## config.mk

```make
export PLATFORM = sky130hd
export DESIGN_NAME = ttf_queue
export DESIGN_NICKNAME = d
export VERILOG_FILES = /design/src/design/ttf_pkg.sv /design/src/design/ttf_queue.sv
export SDC_FILE = /design/constraint.sdc
export NUM_CORES = 1
export LEC_CHECK = 0
export ABC_CLOCK_PERIOD_IN_PS = 13800
export BUFFER_PORTS_ARGS = -buffer_cell sky130_fd_sc_hd__buf_2
export CAP_MARGIN = 30
export CORE_AREA = 2 2 263 265
export CTS_BUF_LIST = sky130_fd_sc_hd__clkbuf_4
export DETAILED_ROUTE_END_ITERATION = 10
export DIE_AREA = 0 0 265 267
export PLACE_DENSITY = 0.68
export RECOVER_POWER = 100
export SYNTH_ARGS = -nofsm -noshare
export SYNTH_HDL_FRONTEND = slang
export SYNTH_SLANG_ARGS = --single-unit
export TNS_END_PERCENT = 10
```

## constraint.sdc

```tcl
create_clock -name clk -period 13.8 [get_ports clk]
set_input_delay 2.76 -clock clk [delete_from_list [all_inputs] [get_ports clk]]
set_output_delay 2.76 -clock clk [all_outputs]
set_load 0.005 [all_outputs]
```

## src/design/ttf_pkg.sv

```systemverilog
package ttf_pkg;

    typedef struct packed {
        logic signed [31:0] pos_x;
        logic signed [31:0] pos_y;
        logic signed [31:0] pos_z;
        logic signed [31:0] tex_u;
        logic signed [31:0] tex_v;
    } corner_t;

    typedef struct packed {
        logic signed [15:0] normal_x;
        logic signed [15:0] normal_y;
        logic signed [15:0] normal_z;
        logic signed [15:0] tangent_x;
        logic signed [15:0] tangent_y;
        logic signed [15:0] tangent_z;
        logic signed [15:0] binormal_x;
        logic signed [15:0] binormal_y;
        logic signed [15:0] binormal_z;
        logic               normal_fell_back;
        logic               tangent_fell_back;
        logic               binormal_fell_back;
    } frame_t;

    // edges and texture deltas of one triangle
    typedef struct packed {
        logic signed [32:0] e1x;
        logic signed [32:0] e1y;
        logic signed [32:0] e1z;
        logic signed [32:0] e2x;
        logic signed [32:0] e2y;
        logic signed [32:0] e2z;
        logic signed [32:0] d1u;
        logic signed [32:0] d1v;
        logic signed [32:0] d2u;
        logic signed [32:0] d2v;
    } tri_t;

    typedef struct packed {
        logic push;
        logic full;
    } q_ctl_t;

    localparam logic [62:0] MIN_LEN_SQ_RESET = 63'd1;

endpackage

```

## src/design/ttf_queue.sv

```systemverilog
module ttf_queue (
    input  logic           clk,
    input  logic           rst_n,
    input  ttf_pkg::tri_t  wr_data,
    input  logic           push,
    input  logic           pop,
    output ttf_pkg::tri_t  rd_data,
    output logic           full,
    output logic           empty
);

    ttf_pkg::tri_t mem_reg [2];
    logic          wr_ptr_reg;
    logic          wr_ptr_next;
    logic          rd_ptr_reg;
    logic          rd_ptr_next;
    logic [1:0]    count_reg;
    logic [1:0]    count_next;

    assign full    = (count_reg == 2'd2);
    assign empty   = (count_reg == 2'd0);
    assign rd_data = mem_reg[rd_ptr_reg];

    always_comb
    begin
        wr_ptr_next = wr_ptr_reg;
        rd_ptr_next = rd_ptr_reg;
        count_next  = count_reg;
        if (push && !full)
        begin
            wr_ptr_next = ~wr_ptr_reg;
        end
        if (pop && !empty)
        begin
            rd_ptr_next = ~rd_ptr_reg;
        end
        if ((push && !full) && !(pop && !empty))
        begin
            count_next = count_reg + 2'd1;
        end
        else if (!(push && !full) && (pop && !empty))
        begin
            count_next = count_reg - 2'd1;
        end
    end

    always_ff @(posedge clk or negedge rst_n)
    begin
        if (!rst_n)
        begin
            wr_ptr_reg <= 1'b0;
            rd_ptr_reg <= 1'b0;
            count_reg  <= 2'd0;
        end
        else
        begin
            wr_ptr_reg <= wr_ptr_next;
            rd_ptr_reg <= rd_ptr_next;
            count_reg  <= count_next;
        end
    end

    always_ff @(posedge clk)
    begin
        if (push && !full)
        begin
            mem_reg[wr_ptr_reg] <= wr_data;
        end
    end

endmodule

```

; Word-level counts from Yosys, hierarchy flattened
; Memory sizes are Yosys's and may differ from the RTL's.
; Cells that the tools add are included.
[totals]
word_cells = 23
mem_count = 1
register_bits = 4
ram_bits = 660
[memory_table]
columns = name, depth, word_bits, rd, rd_ports_with_merged_regs, write_ports, line_no
row1 = mem_reg, 2, 330, 1, 0, 1, ttf_queue.sv:12  ; ttf_pkg::tri_t mem_reg [2];
[classes]
reduce_logical = 10
n_addsub = 2
muxes = 4
bitwise = 2
n_eq_ne = 1
[op_table]
columns = op, count
row1 = $logic_and 1x1->1, 4
row2 = $logic_not 1->1, 4
row3 = $mux 2, 2
row4 = $add 2x1->2 const B, 1
row5 = $eq 2x2->1 const B, 1
row6 = $logic_not 2->1, 1
row7 = $mux 1, 2
row8 = $not 1->1, 2
row9 = $reduce_bool 2->1, 1
row10 = $sub 2x1->2 const B, 1

; Logic depth before layout (Yosys ltp)
[depth]
word_depth = 7
depth_mapped = 7
ltp_nobuf = 7

; Least setup slack after synthesis
; OpenSTA, ideal clock, no wires.
[synth_path]
kind = input -> register
start = input port push
end = memory mem_reg[0][0] in the netlist's numbering (enable)
t_required_ns = 12.772
arrival_ns = 16.509
cell_stages = 2
path_buffers = 0
path_slack_ns = -3.736
path_cell_list = nand2_1 nor2_1
[synth_between]
elab_chain_cells = 3
[synth_lines]
columns = element, line_no
row1 = start: declaration, ttf_queue.sv:5  ; input logic push,
row2 = $logic_and 1x1->1, ttf_queue.sv:65  ; if (push && !full)
row3 = $mux 1, ttf_queue.sv:65
row4 = $mux 1 (implied by the code), ttf_queue.sv:67  ; mem_reg[wr_ptr_reg] <= wr_data;
row5 = end: declaration, ttf_queue.sv:12
; No other way between the ends.

; Final worst setup path
[layout_path]
start = input port push
end = memory mem_reg[0][218] in the netlist's numbering (enable)
; Same word-level chain as after synthesis.

==> results.toml <==
[outcome]
run_status = "complete, but fails checks"
failed_checks = "max-capacitance violations, max-slew violations"

[yosys]
number_of_storage_elements_in_the_synthesis_netlist = 664
synthesis_warnings = 0
synth_area_leaders = "edfxtp_1 78%, mux2_4 17%, buf_8 1.8%, mux2_2 1.8%, dfrtp_1 0.39%"
synthesis.area_um2 = 25340
postSynthNetCount = 1381
synth_top_flop_cell = "edfxtp_1"
ys_types = 17
asyncSetResetFlopFracSynth = 0.006024
synth_sequential_area_ratio = 0.7860
fraction_of_synthesized_cell_area_taken_by_the_top_area_cell_type = 0.7821
synth_cells = 1046
syn_avg_cell_area_um2 = 24.23
synth_edf_count = 660
post-synth-top-area-cell = "edfxtp_1"

[cts]
h_tree_levels = 4
cts_resized = 0
numCtsBuffers = 168
holdBufCountCts = 0
clock_tree.root_cell = "clkbuf_4"
post_cts.repair.setup_buffers = 0
tritoncts = "built"
cts_max_path_bufs = 3
clock_sinks = 664
cts.reportedPaths.clkPinSlew_ns = 0.06
clk-insertion-delay-late_ns = 0.93

[grt]
groute.usage.overall = 0.1545
global_route_congestion_overflow_total = 0
grt_max_degree = 146
globalRouteMet1Util = 0.1662
grt-busiest-layer = "met2"
groute.layer.met3.usage = 0.06956
antenna_found_initial = 18
global_route.usage.met2 = 0.2584
first_global_vias = 13840
global_route_wire_length_before_repair_mm = 81.15

[critical_path]
crit-reg2reg-capture = "mem_reg[0][218]"
cp_cell_sequence = "buf_2 -> nand2_1 -> nor2_1 -> clkbuf_1 -> clkbuf_1"
critical_path.max_stage_delay_ns = 2.86
critPathRequiredTime_ns = 14.20
crit-reg2reg-launch = "count_reg[0]"
worstRegToRegCells = 5
path_common_cell = "clkbuf_1"
setup.worst_path.class = "in2reg"
cp.arrival_ns = 9.88
crit_path_start_kind = "primary input"
setup.worst_path.end_class = "register"
crit_path_max_fanout = 71
reg2reg_setup_slack_ns = 5.60
slowest_stage = "clkbuf_1"

[timing]
setup_tns_ns = 0
timing.final.ws_setup_ns = 4.314
final_setup_violation_count = 0
finalWorstPathRequiredPeriod_ns = 9.486
rsz0062_at_grt = "false"
achievable-frequency_mhz = 105.4
timing.slew.headroom = -1.697
clock_skew_ns = 0.05541
finalMaxSlewViolations = 819
worstMarginPinSlew_ns = 4.045
final_min_period_over_clock_period = 0.6874
final-hold-violation-count = 0

[power]
vdd_drop_max_v = 0.0001316
combinationalPowerShare = 0.260
cellLeakagePower_nw = 10.85
switching_share = 0.2903
clockPowerShare = 0.264
p_sw_w = 0.001784
power_density_nw_per_um2 = 204.2
seq_power_share = 0.476
cell_internal_pwr_w = 0.004362

[floorplan]
design.core.area_um2 = 67990
initial_core_util = 0.3728
floorplan.die_area_um2 = 70760
chipWidth_um = 265
die_height_um = 267
io_pins = 666
core.rowCount = 96

[hold_path]
worstHoldPathCells = 1
hold_path_startpoint = "wr_ptr_reg"
hold-path-endpoint = "wr_ptr_reg"
hold_path.class = "reg2reg"

[route]
viasPerCell = 4.549
drt_pre_antenna_iters = 7
first_iter_violations = 876
wl_mm = 56.91
detail-route-antenna-nets = 0
num_vias = 13000
post_drt_wl_per_cell_um = 19.91
detail_route.drc_violations = 0

[final_layout]
final_core_utilization = 0.4427
num-fill-cells = 6263
fin_nets = 2193
layout-drive-gt1-share = 0.3819
area_growth_pct = 18.76
largest_reg_flops = 660

[placement]
dp_hpwl_mm = 39.00
port_buffers = 665
detailedPlace.worstSlack_ns = 7.721
gp_congestion = 0.8275

[job]
maxCapViolCount = 14
layout by cell type (no fill, tap or decap), types with 2 or more instances in the layout:
cell        instances
buf_2             442
bufinv_16           4
clkbuf_1          234
clkbuf_4          239
clkinv_1           17
clkinv_2            6
clkinv_4            2
clkinvlp_4          4
dfrtp_1             4
diode_2            12
edfxtp_1          660
inv_1               2
inv_6               3
mux2_1            284
mux2_2             40
mux2_4              6
nor2_1              3
xnor2_1             3
xor2_1              2
cell type report:
class / instances / area, µm² / share of cell area
Sequential cell: 664 / 19920 / 0.6618
Multi-Input combinational cell: 343 / 3827 / 0.1272
Timing Repair Buffer: 679 / 3123 / 0.1038
Clock buffer: 239 / 1794 / 0.05962
Tap cell: 882 / 1104 / 0.03667
Clock inverter: 37 / 291.5 / 0.009687
Antenna cell: 12 / 30.03 / 0.0009978
Inverter: 2 / 7.507 / 0.0002494
how the worst max path moves through the flow:
stage	startpoint	slack [ns]	end	depth (start not counted)
floorplan	push	1.86	mem_reg[0][0]	2
global placement	rd_ptr_reg	7.81	rd_data[16]	4
detailed placement	rd_ptr_reg	7.72	rd_data[319]	4
CTS	rd_ptr_reg	6.56	rd_data[319]	4
global route	push	3.62	mem_reg[0][215]	5
finish	push	4.31	mem_reg[0][218]	5
stage by stage:
stage / hold slack [ns] / instance area [µm²] / cells / power, W
after floorplan: 0.4788 / 25340 / 1046 / 0.004449
after global placement: 0.5027 / 29380 / 2568 / 0.004948
after detailed placement: 0.5214 / 29400 / 2569 / 0.004990
after CTS: 0.5305 / 31490 / 2845 / 0.006655
after global routing: 0.5441 / 30090 / 2857 / 0.006498
final: 0.5137 / 30100 / 2858 / 0.006147
critical path, delay by kind of cell:
kind                   cells  cell delay, ns
buffers and inverters      3            5.63
and+or+nand+nor            2            1.35
power groups by stage:
stage | logic, W | registers [W] | clock network [W]
after global routing | 0.00174 | 0.00297 | 0.00179
after detailed placement | 0.00204 | 0.00295 | 0
after floorplan | 0.00140 | 0.00305 | 0
after CTS | 0.00205 | 0.00291 | 0.00169
final | 0.00160 | 0.00292 | 0.00163
after global placement | 0.00202 | 0.00293 | 0
synthesized netlist by cell type (2+ instances only):
cell	count
dfrtp_1	4
mux2_4	290
inv_1	2
xnor2_1	3
nor2_1	3
xor2_1	2
mux2_2	40
buf_8	30
buf_2	4
edfxtp_1	660
buf_12	2
metal layers:
| layer | share of wire | routed length [µm] | vias up |
|---|---|---|---|
| met5 | 0.0016 | 92 | - |
| met4 | 0.032 | 1822 | 14 |
| met3 | 0.097 | 5538 | 133 |
| met2 | 0.50 | 28330 | 592 |
| met1 | 0.37 | 21130 | 6349 |
| li1 | - | - | 5914 |
logic make-up after synthesis:
kind of cell,synth area share
flip-flops,0.7860
adder cells (fa/ha/maj),0.0004937
XOR/XNOR,0.001728
AND/OR/NAND/NOR,0.001086
buffers and inverters,0.02088
multiplexers,0.1896
AO/OA/AOI/OAI,0.0001973
(Power assumes the default switching activity.)
