## src/design/ttf_pkg.sv

```systemverilog
package ttf_pkg;

    typedef struct packed {
        logic signed [31:0] pos_x;
        logic signed [31:0] pos_y;
        logic signed [31:0] pos_z;
        logic signed [31:0] tex_u;
        logic signed [31:0] tex_v;
    } corner_t;

    typedef struct packed {
        logic signed [15:0] normal_x;
        logic signed [15:0] normal_y;
        logic signed [15:0] normal_z;
        logic signed [15:0] tangent_x;
        logic signed [15:0] tangent_y;
        logic signed [15:0] tangent_z;
        logic signed [15:0] binormal_x;
        logic signed [15:0] binormal_y;
        logic signed [15:0] binormal_z;
        logic               normal_fell_back;
        logic               tangent_fell_back;
        logic               binormal_fell_back;
    } frame_t;

    // edges and texture deltas of one triangle
    typedef struct packed {
        logic signed [32:0] e1x;
        logic signed [32:0] e1y;
        logic signed [32:0] e1z;
        logic signed [32:0] e2x;
        logic signed [32:0] e2y;
        logic signed [32:0] e2z;
        logic signed [32:0] d1u;
        logic signed [32:0] d1v;
        logic signed [32:0] d2u;
        logic signed [32:0] d2v;
    } tri_t;

    typedef struct packed {
        logic push;
        logic full;
    } q_ctl_t;

    localparam logic [62:0] MIN_LEN_SQ_RESET = 63'd1;

endpackage

```

## src/design/ttf_front.sv

```systemverilog
module ttf_front (
    input  logic              clk,
    input  logic              rst_n,
    input  logic              corner_valid,
    output logic              corner_stall,
    input  ttf_pkg::corner_t  corner,
    input  logic              q_full,
    output ttf_pkg::q_ctl_t   q_ctl,
    output ttf_pkg::tri_t     tri_data
);

    logic [1:0]       count_reg;
    logic [1:0]       count_next;
    ttf_pkg::corner_t c0_reg;
    ttf_pkg::corner_t c1_reg;
    logic             accept;

    assign corner_stall = (count_reg == 2'd2) && q_full;
    assign accept       = corner_valid && !corner_stall;
    assign q_ctl.push   = accept && (count_reg == 2'd2);
    assign q_ctl.full   = q_full;

    always_comb
    begin
        tri_data.e1x = {c1_reg.pos_x[31], c1_reg.pos_x} - {c0_reg.pos_x[31], c0_reg.pos_x};
        tri_data.e1y = {c1_reg.pos_y[31], c1_reg.pos_y} - {c0_reg.pos_y[31], c0_reg.pos_y};
        tri_data.e1z = {c1_reg.pos_z[31], c1_reg.pos_z} - {c0_reg.pos_z[31], c0_reg.pos_z};
        tri_data.e2x = {corner.pos_x[31], corner.pos_x} - {c0_reg.pos_x[31], c0_reg.pos_x};
        tri_data.e2y = {corner.pos_y[31], corner.pos_y} - {c0_reg.pos_y[31], c0_reg.pos_y};
        tri_data.e2z = {corner.pos_z[31], corner.pos_z} - {c0_reg.pos_z[31], c0_reg.pos_z};
        tri_data.d1u = {c1_reg.tex_u[31], c1_reg.tex_u} - {c0_reg.tex_u[31], c0_reg.tex_u};
        tri_data.d1v = {c1_reg.tex_v[31], c1_reg.tex_v} - {c0_reg.tex_v[31], c0_reg.tex_v};
        tri_data.d2u = {corner.tex_u[31], corner.tex_u} - {c0_reg.tex_u[31], c0_reg.tex_u};
        tri_data.d2v = {corner.tex_v[31], corner.tex_v} - {c0_reg.tex_v[31], c0_reg.tex_v};
    end

    always_comb
    begin
        count_next = count_reg;
        if (accept)
        begin
            count_next = (count_reg == 2'd2) ? 2'd0 : count_reg + 2'd1;
        end
    end

    always_ff @(posedge clk or negedge rst_n)
    begin
        if (!rst_n)
        begin
            count_reg <= 2'd0;
        end
        else
        begin
            count_reg <= count_next;
        end
    end

    always_ff @(posedge clk)
    begin
        if (accept && (count_reg == 2'd0))
        begin
            c0_reg <= corner;
        end
        if (accept && (count_reg == 2'd1))
        begin
            c1_reg <= corner;
        end
    end

endmodule

```

## config.mk

```make
export PLATFORM = sky130hd
export DESIGN_NAME = ttf_front
export DESIGN_NICKNAME = d
export VERILOG_FILES = /design/src/design/ttf_pkg.sv /design/src/design/ttf_front.sv
export SDC_FILE = /design/constraint.sdc
export NUM_CORES = 1
export LEC_CHECK = 0
export ABC_AREA = 0
export BUFFER_PORTS_ARGS = -buffer_cell sky130_fd_sc_hd__buf_2
export CAP_MARGIN = 15
export CELL_PAD_IN_SITES_DETAIL_PLACEMENT = 1
export CELL_PAD_IN_SITES_GLOBAL_PLACEMENT = 2
export CORE_MARGIN = 5
export CORE_UTILIZATION = 30
export CTS_CLUSTER_DIAMETER = 150
export DETAILED_ROUTE_END_ITERATION = 10
export PLACE_DENSITY_LB_ADDON = 0.15
export SLEW_MARGIN = 20
export SYNTH_ARGS = -nofsm -noshare
export SYNTH_HDL_FRONTEND = slang
export SYNTH_SLANG_ARGS = --single-unit
```

## constraint.sdc

```tcl
create_clock -name clk -period 15.25 [get_ports clk]
set_input_delay 0.7625 -clock clk [delete_from_list [all_inputs] [get_ports clk]]
set_output_delay 0.7625 -clock clk [all_outputs]
set_load 0.01 [all_outputs]
```

Word-level counts from Yosys, hierarchy flattened. Cells that the tools add are included.

Eq/ne operators: 2. Multiplexer cells: 1. Add/sub/neg operators: 11. Reductions and logical operators: 7.

Operator list (number): $sub A32 B32 Y33 (10); $logic_and A1 B1 Y1 (5); $add A2 B1 Y2 const B (1); $eq A2 B1 Y1 const B (1); $eq A2 B2 Y1 const B (1); $logic_not A2 Y1 (1); $mux W2 (1); $logic_not A1 Y1 (1).

Bits in registers: 322. Bits of input ports: 164. Logic and storage cells: 32. Output and inout bits: 333.

Depth between registers and ports, before layout. Gate-level depths: netlist of run 1.

Word-level depth: 5. Mapped depth: 13. Gate-level depth less buffers: 12.

Worst setup path before layout of run 1. OpenSTA, ideal clock, no wires.

Path kind: input to register. Start: input port corner_valid. End: register c0_reg[0] (netlist bit), enable pin. Data arrival time: 11632 ps. Stages: 2. Path buffers: 0. Data required time: 14372 ps. Setup slack: 2740 ps. Setup time: 878 ps. Path through: inv_1 > nor3_1.

Cells in the longest elaborated chain, start to end: 2.

Ends and longest elaborated chain: start: declaration (line ttf_front.sv:4) `input logic corner_valid,`; $logic_and A1 B1 Y1 (line ttf_front.sv:19) `assign accept = corner_valid && !corner_stall;`; $logic_and A1 B1 Y1 (line ttf_front.sv:60) `if (accept && (count_reg == 2'd0))`; end signal: assignment (line ttf_front.sv:62) `c0_reg <= corner;`; end: declaration (line ttf_front.sv:14) `ttf_pkg::corner_t c0_reg;`.

Every way passes these cells. A chain may end at the register's enable or synchronous reset.

==> results_dict.tcl, run 1 <==
set metrics [dict create \
    status "completed" \
    cts_resized 0 \
    setup_viol_count_final 0 \
    hpwlAfterDp_mm 75.44 \
    timing.slew.headroom_pct 32.48 \
    yosysTopAreaCell "edfxtp_1" \
    grt_pass1_wl_mm 139.4 \
    fin_setup_tns_ns 0 \
    drv_cap 0 \
    wl_met3_mm 5.010 \
    die_x_um 307.3 \
    crit_start "c0_reg[32]" \
    finalInstanceArea_sq_um 31760 \
    setup_slack_ns 10.25 \
    top_layer_used "met5" \
    core_sq_um 88100 \
    critPathMaxStageDelay_ns 0.57 \
    fin_worst_skew_ns 0.01704 \
    tritoncts "yes" \
    antenna_found_initial 29 \
    async_reset_ff_share_pct 0.6211 \
    utilization_pct 36.05 \
    period_needed_ns 4.998 \
    clk_path_buf_depth 3 \
    synth_top_area_share_pct 36.23 \
    via_per_inst 5.091 \
    ioPinCount 497 \
    cts_root_buf "clkbuf_16" \
    synth_seq_cells 322 \
    drt_first_pass_iters 5 \
    drc 0 \
    syn_area_sq_um 26520 \
    routed_wl_mm 91.32 \
    arrival_ns 4.24 \
    synth-edff-count 320 \
    fin_cells 4505 \
    crit_path_max_fanout 4 \
    p_leak_nw 14.39 \
    path_cells "ha_1 > fa_1 > nor2b_1 > o211ai_1 > a211oi_1 > o211ai_1 > a31oi_1 > a211oi_1 > or3_1 > nor3b_1 > a211oi_1 > buf_2" \
    clk_pin_slew_ns 0.06 \
    crit_path_start_kind "register" \
    num_rows 109 \
    grt_pass1_vias 24299 \
    grt_setup_unrepaired "no" \
    syn-instance-count 2786 \
    h-tree-depth 2 \
    synth_flop_cell "edfxtp_1" \
    place_inst 4414 \
    wl_met1_mm 39.67 \
    num_vias 22934 \
    worstSkewPairLatency_ns 0.56 \
    synth_fp_nets 3280 \
    post-route-period-util_pct 32.77 \
    antenna_left 0 \
    netlist_top_cells_area "edfxtp_1, ha_1, xnor2_1" \
    synth_cell_types 90 \
    gp_congestion 0.8419 \
    nNetsFinal 3790 \
    drive_gt1_share_pct 18.15 \
    finalHoldViolCount 0 \
    dpl_cell_area_sq_um 30360 \
    grt_usage_pct 18.46 \
    p_per_area_nw_per_um2 170.1 \
    cts_setup_buffers 0 \
    met2_wirelength_mm 43.55 \
    yosysSeqAreaShare_pct 36.42 \
    grt_overflow 0 \
    drt_first_iter_violations 1057 \
    tightest_slew_ns 1.013 \
    critPathCaptureType "primary output" \
    portBuffers 496 \
    clock-sinks 322 \
    area_delta_synth_final_pct 19.75 \
    cp.required_ns 14.49 \
    hold_start "corner[64]" \
    crit_top_cell "a211oi_1" \
    critPathSlowestCell "a211oi_1" \
    grt_max_degree 61 \
    cts-buffers-inserted 44 \
    fp.dieH_um 307.3 \
    slew_viol_final 0 \
    holdBufCountCts 1 \
    worst_hold_path_type "in2reg" \
    wl_per_cell_um 20.27 \
    timing.fmax_ghz 0.2001 \
    dieArea_sq_um 94450 \
    critPathKind "reg2out" \
    start_util_pct 30.10 \
    vdd_ir_drop_max_mv 0.1162 \
    pre_cts_ws_ns 10.37 \
    yosysWarnings 0 \
    postSynthAreaPerCell_sq_um 9.519 \
    r2r_start "count_reg[1]" \
    synth_common_cells "edfxtp_1, ha_1, inv_1, a21oi_1, nor2_1" \
]
## final cells by class
| class | count | area (sq um) |
|---|---|---|
| fill | 10321 | 56340 |
| multi-input combinational | 2155 | 15700 |
| sequential | 322 | 9659 |
| timing repair buffer | 504 | 2545 |
| tap | 1165 | 1458 |
| clock buffer | 49 | 1141 |
| inverter | 269 | 1010 |
| clock inverter | 29 | 217.7 |
| antenna | 12 | 30.03 |
## per-stage QoR
step,total power (W),hold WS [ns]
finish,0.005403,0.3947
global route,0.005816,0.3621
CTS,0.005503,0.3473
detailed placement,0.004468,0.5534
global placement,0.004423,0.5472
floorplan,0.003290,0.4669
## placed cells by master, fill, tap and decap left out, types with 15 or more instances in the layout
cell         n
a211oi_1    31
a21o_1     157
a21oi_1    265
a31oi_1     34
and3_1      31
buf_2      496
clkbuf_16   45
clkinv_1    16
edfxtp_1   320
ha_1       320
inv_1      269
nand2_1    166
nand2b_1    50
nand3_1     55
nand4_1     23
nor2_1     187
nor2b_1     50
nor3_1      43
o211ai_1    20
o21a_1      50
o21ai_0    132
o21bai_1    32
o31a_1      15
o31ai_1     20
xnor2_1    181
xor2_1      78
## metal layers
metal,vias to the layer above,GRT usage [%]
li1,11289,-
met1,11077,22.77
met2,420,32.00
met3,136,4.498
met4,12,5.665
met5,-,0
## final timing paths
path                            slack [ns]             to  depth (start not counted)
worst max-delay path                 10.25  tri_data[131]                         12
worst min-delay path                  0.39     c0_reg[64]                          1
worst max register to register       11.82    c0_reg[144]                          4
worst min register to register        0.60   count_reg[0]                          1
max in group asynchronous            14.64   count_reg[1]                          2
min in group asynchronous             0.51   count_reg[0]                          2
## logic make-up (layout without fill, tap and decap cells)
kind of cell	Yosys count	after routing	synth area share, %
compound gates	876	876	21.89
xor+xnor	259	259	8.554
buf+inv	309	851	4.430
fa+ha+maj	330	330	15.85
flops	322	322	36.42
simple gates	686	686	12.70
mux	4	4	0.1557
other cells	0	12	0
## power by group
group | leakage [nW] | switching (W) | internal, W
logic | 10.7 | 0.00197 | 0.00121
clock network | 0.670 | 0.000406 | 0.000586
registers | 2.99 | 0.0000452 | 0.00118
total | 14.4 | 0.00242 | 0.00298
## critical path: cells and delay by family, from the launching register on
family                     cells  cell delay [ns]
DFF                            1             0.41
AOI/OAI and AO/OA              6             1.60
adders and majority gates      2             0.67
buffers and inverters          1             0.15
and+or+nand+nor                3             0.86
(Power assumes the default switching activity.)
==> run 2, diff against run 1 <==
--- a/config.mk
+++ b/config.mk
@@ -5,7 +5,7 @@
 export SDC_FILE = /design/constraint.sdc
 export NUM_CORES = 1
 export LEC_CHECK = 0
-export ABC_AREA = 0
+export ABC_AREA = 1
 export BUFFER_PORTS_ARGS = -buffer_cell sky130_fd_sc_hd__buf_2
 export CAP_MARGIN = 15
 export CELL_PAD_IN_SITES_DETAIL_PLACEMENT = 1
==> constraint.sdc (replaced) <==
create_clock -name clk -period 5 [get_ports clk]
set_input_delay 0.25 -clock clk [delete_from_list [all_inputs] [get_ports clk]]
set_output_delay 0.25 -clock clk [all_outputs]
set_load 0.01 [all_outputs]
==> run 2 against run 1 <==
  * Sequential cell count unchanged
  * Clock power rose to 3.0 times the previous value
  * Highest routed layer unchanged
  * Count of clock-buffer cells in the layout shrank 8
  * Final area increased by 33%
  * Wire length increased by 46%
  * Combinational power grew to 3.6 times the previous value
  * First-iteration DRC count grew 26%
  * Core utilization is 0.40 points higher
  * Non-clock buffer count grew 158
  * Clock skew up 0.023 ns
==> results_dict.tcl, run 2 <==
set metrics [dict create \
    hpwlAfterDp_mm 116.7 \
    top_layer_used "met5" \
    utilization_pct 36.45 \
    tritoncts "yes" \
    netlist_top_cells_area "edfxtp_1, nand2_1, inv_1" \
    crit_path_start_kind "register" \
    wl_met1_mm 60.52 \
    worst_hold_path_type "in2reg" \
    syn_area_sq_um 34870 \
    final_cell_mix "nand2_1, inv_1, buf_2" \
    vdd_ir_drop_max_mv 0.2115 \
    period_needed_ns 3.185 \
    async_reset_ff_share_pct 0.6211 \
    clock-sinks 322 \
    fp.dieH_um 350.9 \
    nNetsFinal 6945 \
    portBuffers 496 \
    grt_max_degree 162 \
    setup_viol_count_final 0 \
    reg2reg_slack_ns 2.96 \
    postSynthAreaPerCell_sq_um 6.059 \
    synth_top_area_share_pct 27.56 \
    antenna_left 0 \
    start_util_pct 30.09 \
    critPathKind "reg2out" \
    met2_wirelength_mm 63.04 \
    p_per_area_nw_per_um2 435.4 \
    finalHoldViolCount 0 \
    synthMuxAreaShare_pct 0 \
    core_sq_um 115900 \
    arrival_ns 2.93 \
    final_common_cell "nand2_1" \
    multi_input_area_sq_um 19790 \
    die_x_um 350.9 \
    cp.required_ns 4.75 \
    yosysWarnings 0 \
    drive_gt1_share_pct 9.938 \
    ioPinCount 497 \
    status "completed" \
    synth_top_family_by_area "simple AND/OR/NAND/NOR gates" \
    cts_root_buf "clkbuf_16" \
    crit_path_max_fanout 3 \
    synth_common_cells "nand2_1, inv_1, nor2_1, edfxtp_1, ha_1" \
    synth_adder_area_share_pct 12.06 \
    timing.slew.headroom_pct 21.21 \
    worstSkewPairLatency_ns 0.60 \
    synth_cell_types 24 \
    yosysMostFrequentCell "nand2_1" \
    drc 0 \
    synth-xor-area-share_pct 3.768 \
    drt_first_iter_violations 1337 \
    slew_viol_final 0 \
    dieArea_sq_um 123200 \
    cts_resized 0 \
    cts-buffers-inserted 40 \
    critPathCaptureType "primary output" \
    timing.fmax_ghz 0.3140 \
    synth_seq_cells 322 \
    yosysTopAreaCell "edfxtp_1" \
    drt_first_pass_iters 5 \
    post-route-period-util_pct 63.70 \
    drv_cap 0 \
    fin_setup_tns_ns 0 \
    grt_pass1_wl_mm 205.1 \
    area_delta_synth_final_pct 21.13 \
    gp_congestion 0.8861 \
    num_vias 35465 \
    n_fill_cell 15425 \
    synth_flop_cell "edfxtp_1" \
    synthSimpleGateAreaFrac_pct 37.36 \
    p_leak_nw 25.68 \
    grt_usage_pct 21.36 \
    clk_pin_slew_ns 0.06 \
    via_per_inst 4.427 \
    grt_overflow 0 \
    clk_path_buf_depth 3 \
    num_rows 125 \
    fin_worst_skew_ns 0.04054 \
    wl_met3_mm 6.179 \
    grt_pass1_vias 37091 \
    grt_setup_unrepaired "no" \
    synth_fp_nets 6249 \
    h-tree-depth 2 \
    antenna_found_initial 17 \
    wl_per_cell_um 16.70 \
    tightest_slew_ns 1.182 \
    seq_area_sq_um 9659 \
    yosysSeqAreaShare_pct 27.70 \
    synth_compound_area_share_pct 3.513 \
    synth-edff-count 320 \
    routed_wl_mm 133.8 \
    syn-instance-count 5755 \
]
-- run 2: cell types whose count changed after synthesis, sizes merged, moves of 134 or more --
cell / previous run / this run
o21ai: 135 / 1
nand3: 55 / 233
a21o: 158 / 11
nand2: 166 / 2544
inv: 269 / 1431
nor2: 188 / 415
xnor2: 181 / 20
-- run 2: cells by family (layout without fill, tap and decap cells) --
kind of cell,after synthesis,after routing
adders and majority gates,330,330
DFF,322,322
buffers and inverters,1439,2164
xor gates and xnor gates,150,150
and+or+nand+nor,3284,3284
other,0,7
AOI/OAI and AO/OA,230,230
-- run 2: what timing repair did --
action	in CTS	in global routing
setup endpoints to repair	0	0
endpoints found under the hold margin	324	0
hold buffers	163	0
setup buffers	0	0
-- run 2: power breakdown --
group	internal, W	switching (W)	total [W]
Sequential	0.00362	0.000146	0.00376
Combinational	0.00376	0.00786	0.0116
Clock	0.00174	0.00126	0.00300
Total	0.00912	0.00927	0.0184
-- run 2: critical path: stages (launching register included) --
cell      delay, ns
edfxtp_1       0.40
ha_1           0.25
fa_1           0.41
inv_1          0.13
nand2_1        0.08
nand3_2        0.09
nand2_1        0.08
nand2_2        0.10
xor2_1         0.53
buf_2          0.25
-- run 2: cell type report --
class	count	share of cell area [%]
diodes	7	0.04147
clock buffers	41	2.379
clock inverters	30	0.7672
inverters	1431	12.72
multi-input cells	3994	46.86
flip-flops and latches	322	22.87
well taps	1524	4.514
repair buffers	662	9.852
-- run 2: through the flow --
| stage | hold WS (ns) | total power (W) | std cells | cell area (sq um) | worst slack, ns |
|---|---|---|---|---|---|
| 2_1_floorplan | -0.04559 | 0.01101 | 5755 | 34880 | -2.226 |
| 3_3_place_gp | 0.04092 | 0.01537 | 7770 | 39260 | 2.468 |
| 3_5_place_dp | 0.04164 | 0.01550 | 7770 | 39260 | 2.456 |
| 4_1_cts | 0.08349 | 0.01873 | 8004 | 42220 | 1.750 |
| 5_1_grt | 0.1269 | 0.02012 | 8007 | 42230 | 1.656 |
| 6_report | 0.1340 | 0.01839 | 8011 | 42240 | 1.815 |
-- run 2: final timing paths --
kind	startpoint	endpoint	depth (start not counted)
worst max-delay path	c0_reg[96]	tri_data[278]	9
worst min-delay path	q_full	count_reg[1]	4
worst max register to register	count_reg[1]	c0_reg[6]	2
worst min register to register	count_reg[1]	count_reg[1]	1
max in group asynchronous	rst_n	count_reg[1]	3
min in group asynchronous	rst_n	count_reg[0]	3
-- run 2: routing by layer --
layer  vias to the layer above  GRT usage (%)
li1                      18581              -
met1                     16232          26.81
met2                       493          37.62
met3                       149          3.889
met4                        10          5.857
met5                         -              0
==> run 3, diff against run 2 <==
==> constraint.sdc (replaced) <==
create_clock -name clk -period 3.1 [get_ports clk]
set_input_delay 0.155 -clock clk [delete_from_list [all_inputs] [get_ports clk]]
set_output_delay 0.155 -clock clk [all_outputs]
set_load 0.01 [all_outputs]
==> run 3 against run 2 <==
  * Sequential share of layout area rose by 0.059 points
  * Non-clock buffer count rose by 3
  * Sequential power rose by 61%
  * Sequential cell count did not move
  * Die area did not move
  * Combinational power rose by 62%
  * Clock power rose by 39%
  * Critical path type is now in2out
  * Largest power group unchanged
==> results_dict.tcl, run 3 (synthesized netlist as in run 2, its figures left out) <==
set metrics [dict create \
    place_inst 7773 \
    grt_max_degree 97 \
    intPower_w 0.01429 \
    n_fill_cell 15468 \
    tightest_slew_ns 0.6603 \
    critPathSlowestCell "dlygate4sd3_1" \
    p_per_area_nw_per_um2 688.4 \
    drc 0 \
    comb_power_share_pct 64.8 \
    gp_congestion 0.8707 \
    h-tree-depth 2 \
    timing.slew.headroom_pct 55.51 \
    critPathMaxStageDelay_ns 0.61 \
    final_common_cell "nand2_1" \
    arrival_ns 2.76 \
    core_sq_um 115900 \
    crit_path_max_fanout 3 \
    multi_input_area_sq_um 19830 \
    num_vias 35682 \
    switching_share_pct 50.75 \
    cp.required_ns 2.94 \
    p_leak_nw 25.58 \
    tritoncts "yes" \
    crit_path_start_kind "input port" \
    routed_wl_mm 133.2 \
    num_rows 125 \
    start_util_pct 30.09 \
    via_per_inst 4.454 \
    cts_setup_buffers 0 \
    utilization_pct 36.36 \
    timing.fmax_ghz 0.3426 \
    clk_path_buf_depth 3 \
    finalHoldViolCount 0 \
    period_needed_ns 2.919 \
    drive_gt1_share_pct 9.963 \
    p_switching_w 0.01472 \
    critPathCaptureType "primary output" \
    drv_cap 0 \
    grt_pass1_vias 36951 \
    setup_viol_count_final 0 \
    critPathKind "in2out" \
    clk_pin_slew_ns 0.06 \
    drt_first_pass_iters 5 \
    antenna_found_initial 20 \
    worst_hold_path_type "in2reg" \
    hpwlAfterDp_mm 117.8 \
    grt_usage_pct 21.17 \
    dieArea_sq_um 123200 \
    grt_pass1_wl_mm 203.7 \
    worstSkewPairLatency_ns 0.58 \
    portBuffers 496 \
    status "completed" \
    final_cell_mix "nand2_1, inv_1, buf_2" \
    path_cells "dlygate4sd3_1 > buf_2 > inv_1 > ha_1 > fa_2 > inv_1 > nand2_1 > nand3_2 > nand2_1 > nand2_2 > xor2_1 > buf_2" \
    wl_per_cell_um 16.62 \
    grt_overflow 0 \
    fin_cells 8011 \
    cts_root_buf "clkbuf_16" \
    ioPinCount 497 \
    grt_setup_unrepaired "no" \
    slew_viol_final 0 \
    drt_first_iter_violations 1401 \
    p_clk_share_pct 14.4 \
    die_x_um 350.9 \
    nNetsFinal 6945 \
    seq_power_share_pct 20.8 \
    fp.dieH_um 350.9 \
    vdd_ir_drop_max_mv 0.3342 \
    seq_area_sq_um 9661 \
    antenna_left 0 \
    post-route-period-util_pct 94.15 \
    reg2reg_slack_ns 1.29 \
    cts-buffers-inserted 37 \
    area_delta_synth_final_pct 20.84 \
    fin_worst_skew_ns 0.04340 \
    clock-sinks 322 \
]
[run 3: changes by cell type in the layout (fill, tap and decap cells not counted), moves of 2 or more]
cell       previous run  this run
buf_12                2         4
buf_4                 1         3
bufinv_16             5         1
clkbuf_1              1         6
clkbuf_16            40        38
clkinv_2              9         3
clkinv_4              3         1
diode_2               7        13
fa_1                 10         6
fa_2                  0         4
inv_8                 2         0
nand2_1            2485      2478
nand2_2              59        65
[run 3: metal layers]
metal	up-vias	global-route usage [%]	wire [um]
met2	516	36.94	62360
met4	6	6.222	4306
met5	-	0	34
li1	18608	-	-
met3	148	3.926	6419
met1	16404	26.65	60040
[run 3: through the flow]
step | setup TNS (ns) | setup WS (ns) | hold slack [ns] | instance area, sq um | total power (W)
finish | 0 | 0.1813 | 0.2854 | 42140 | 0.02901
global route | 0 | 0.002973 | 0.2954 | 42110 | 0.03182
CTS | 0 | 0.01132 | 0.2469 | 42060 | 0.02954
detailed placement | 0 | 0.6417 | -0.04671 | 39310 | 0.02504
global placement | 0 | 0.6411 | -0.04976 | 39310 | 0.02484
floorplan | -524.78 | -1.634 | -0.1406 | 34890 | 0.01768
[run 3: power groups by stage]
| stage | logic (W) | clock network [W] | registers [W] |
|---|---|---|---|
| 3_5_place_dp | 0.0189 | 0 | 0.00614 |
| 5_1_grt | 0.0212 | 0.00447 | 0.00612 |
| 2_1_floorplan | 0.0115 | 0 | 0.00619 |
| 3_3_place_gp | 0.0187 | 0 | 0.00609 |
| 6_report | 0.0188 | 0.00416 | 0.00604 |
| 4_1_cts | 0.0192 | 0.00430 | 0.00605 |
[run 3: worst paths after layout]
path / cells after the start / to / start
max: 12 / tri_data[179] / corner[96]
min: 4 / count_reg[1] / q_full
max reg2reg: 2 / c0_reg[87] / count_reg[1]
min reg2reg: 1 / count_reg[1] / count_reg[1]
max in group asynchronous: 3 / count_reg[1] / rst_n
min in group asynchronous: 3 / count_reg[0] / rst_n
[run 3: timing repair]
action	CTS	global route
resized for setup	0	15
hold buffers	163	0
endpoints found under the hold margin	323	0
setup endpoints to repair	0	27
[run 3: cell type report]
type	count	share of cell area (%)
Antenna cell	13	0.07721
Inverter	1431	12.75
Sequential cell	322	22.93
Clock buffer	44	2.310
Clock inverter	18	0.3445
Timing Repair Buffer	665	9.995
Tap cell	1524	4.525
Multi-Input combinational cell	3994	47.07
[run 3: critical path: cells and delay by family]
family	cells	cell delay, ns
and+or+nand+nor	4	0.35
xor gates and xnor gates	1	0.46
adders and majority gates	2	0.62
buffers and inverters	5	1.17
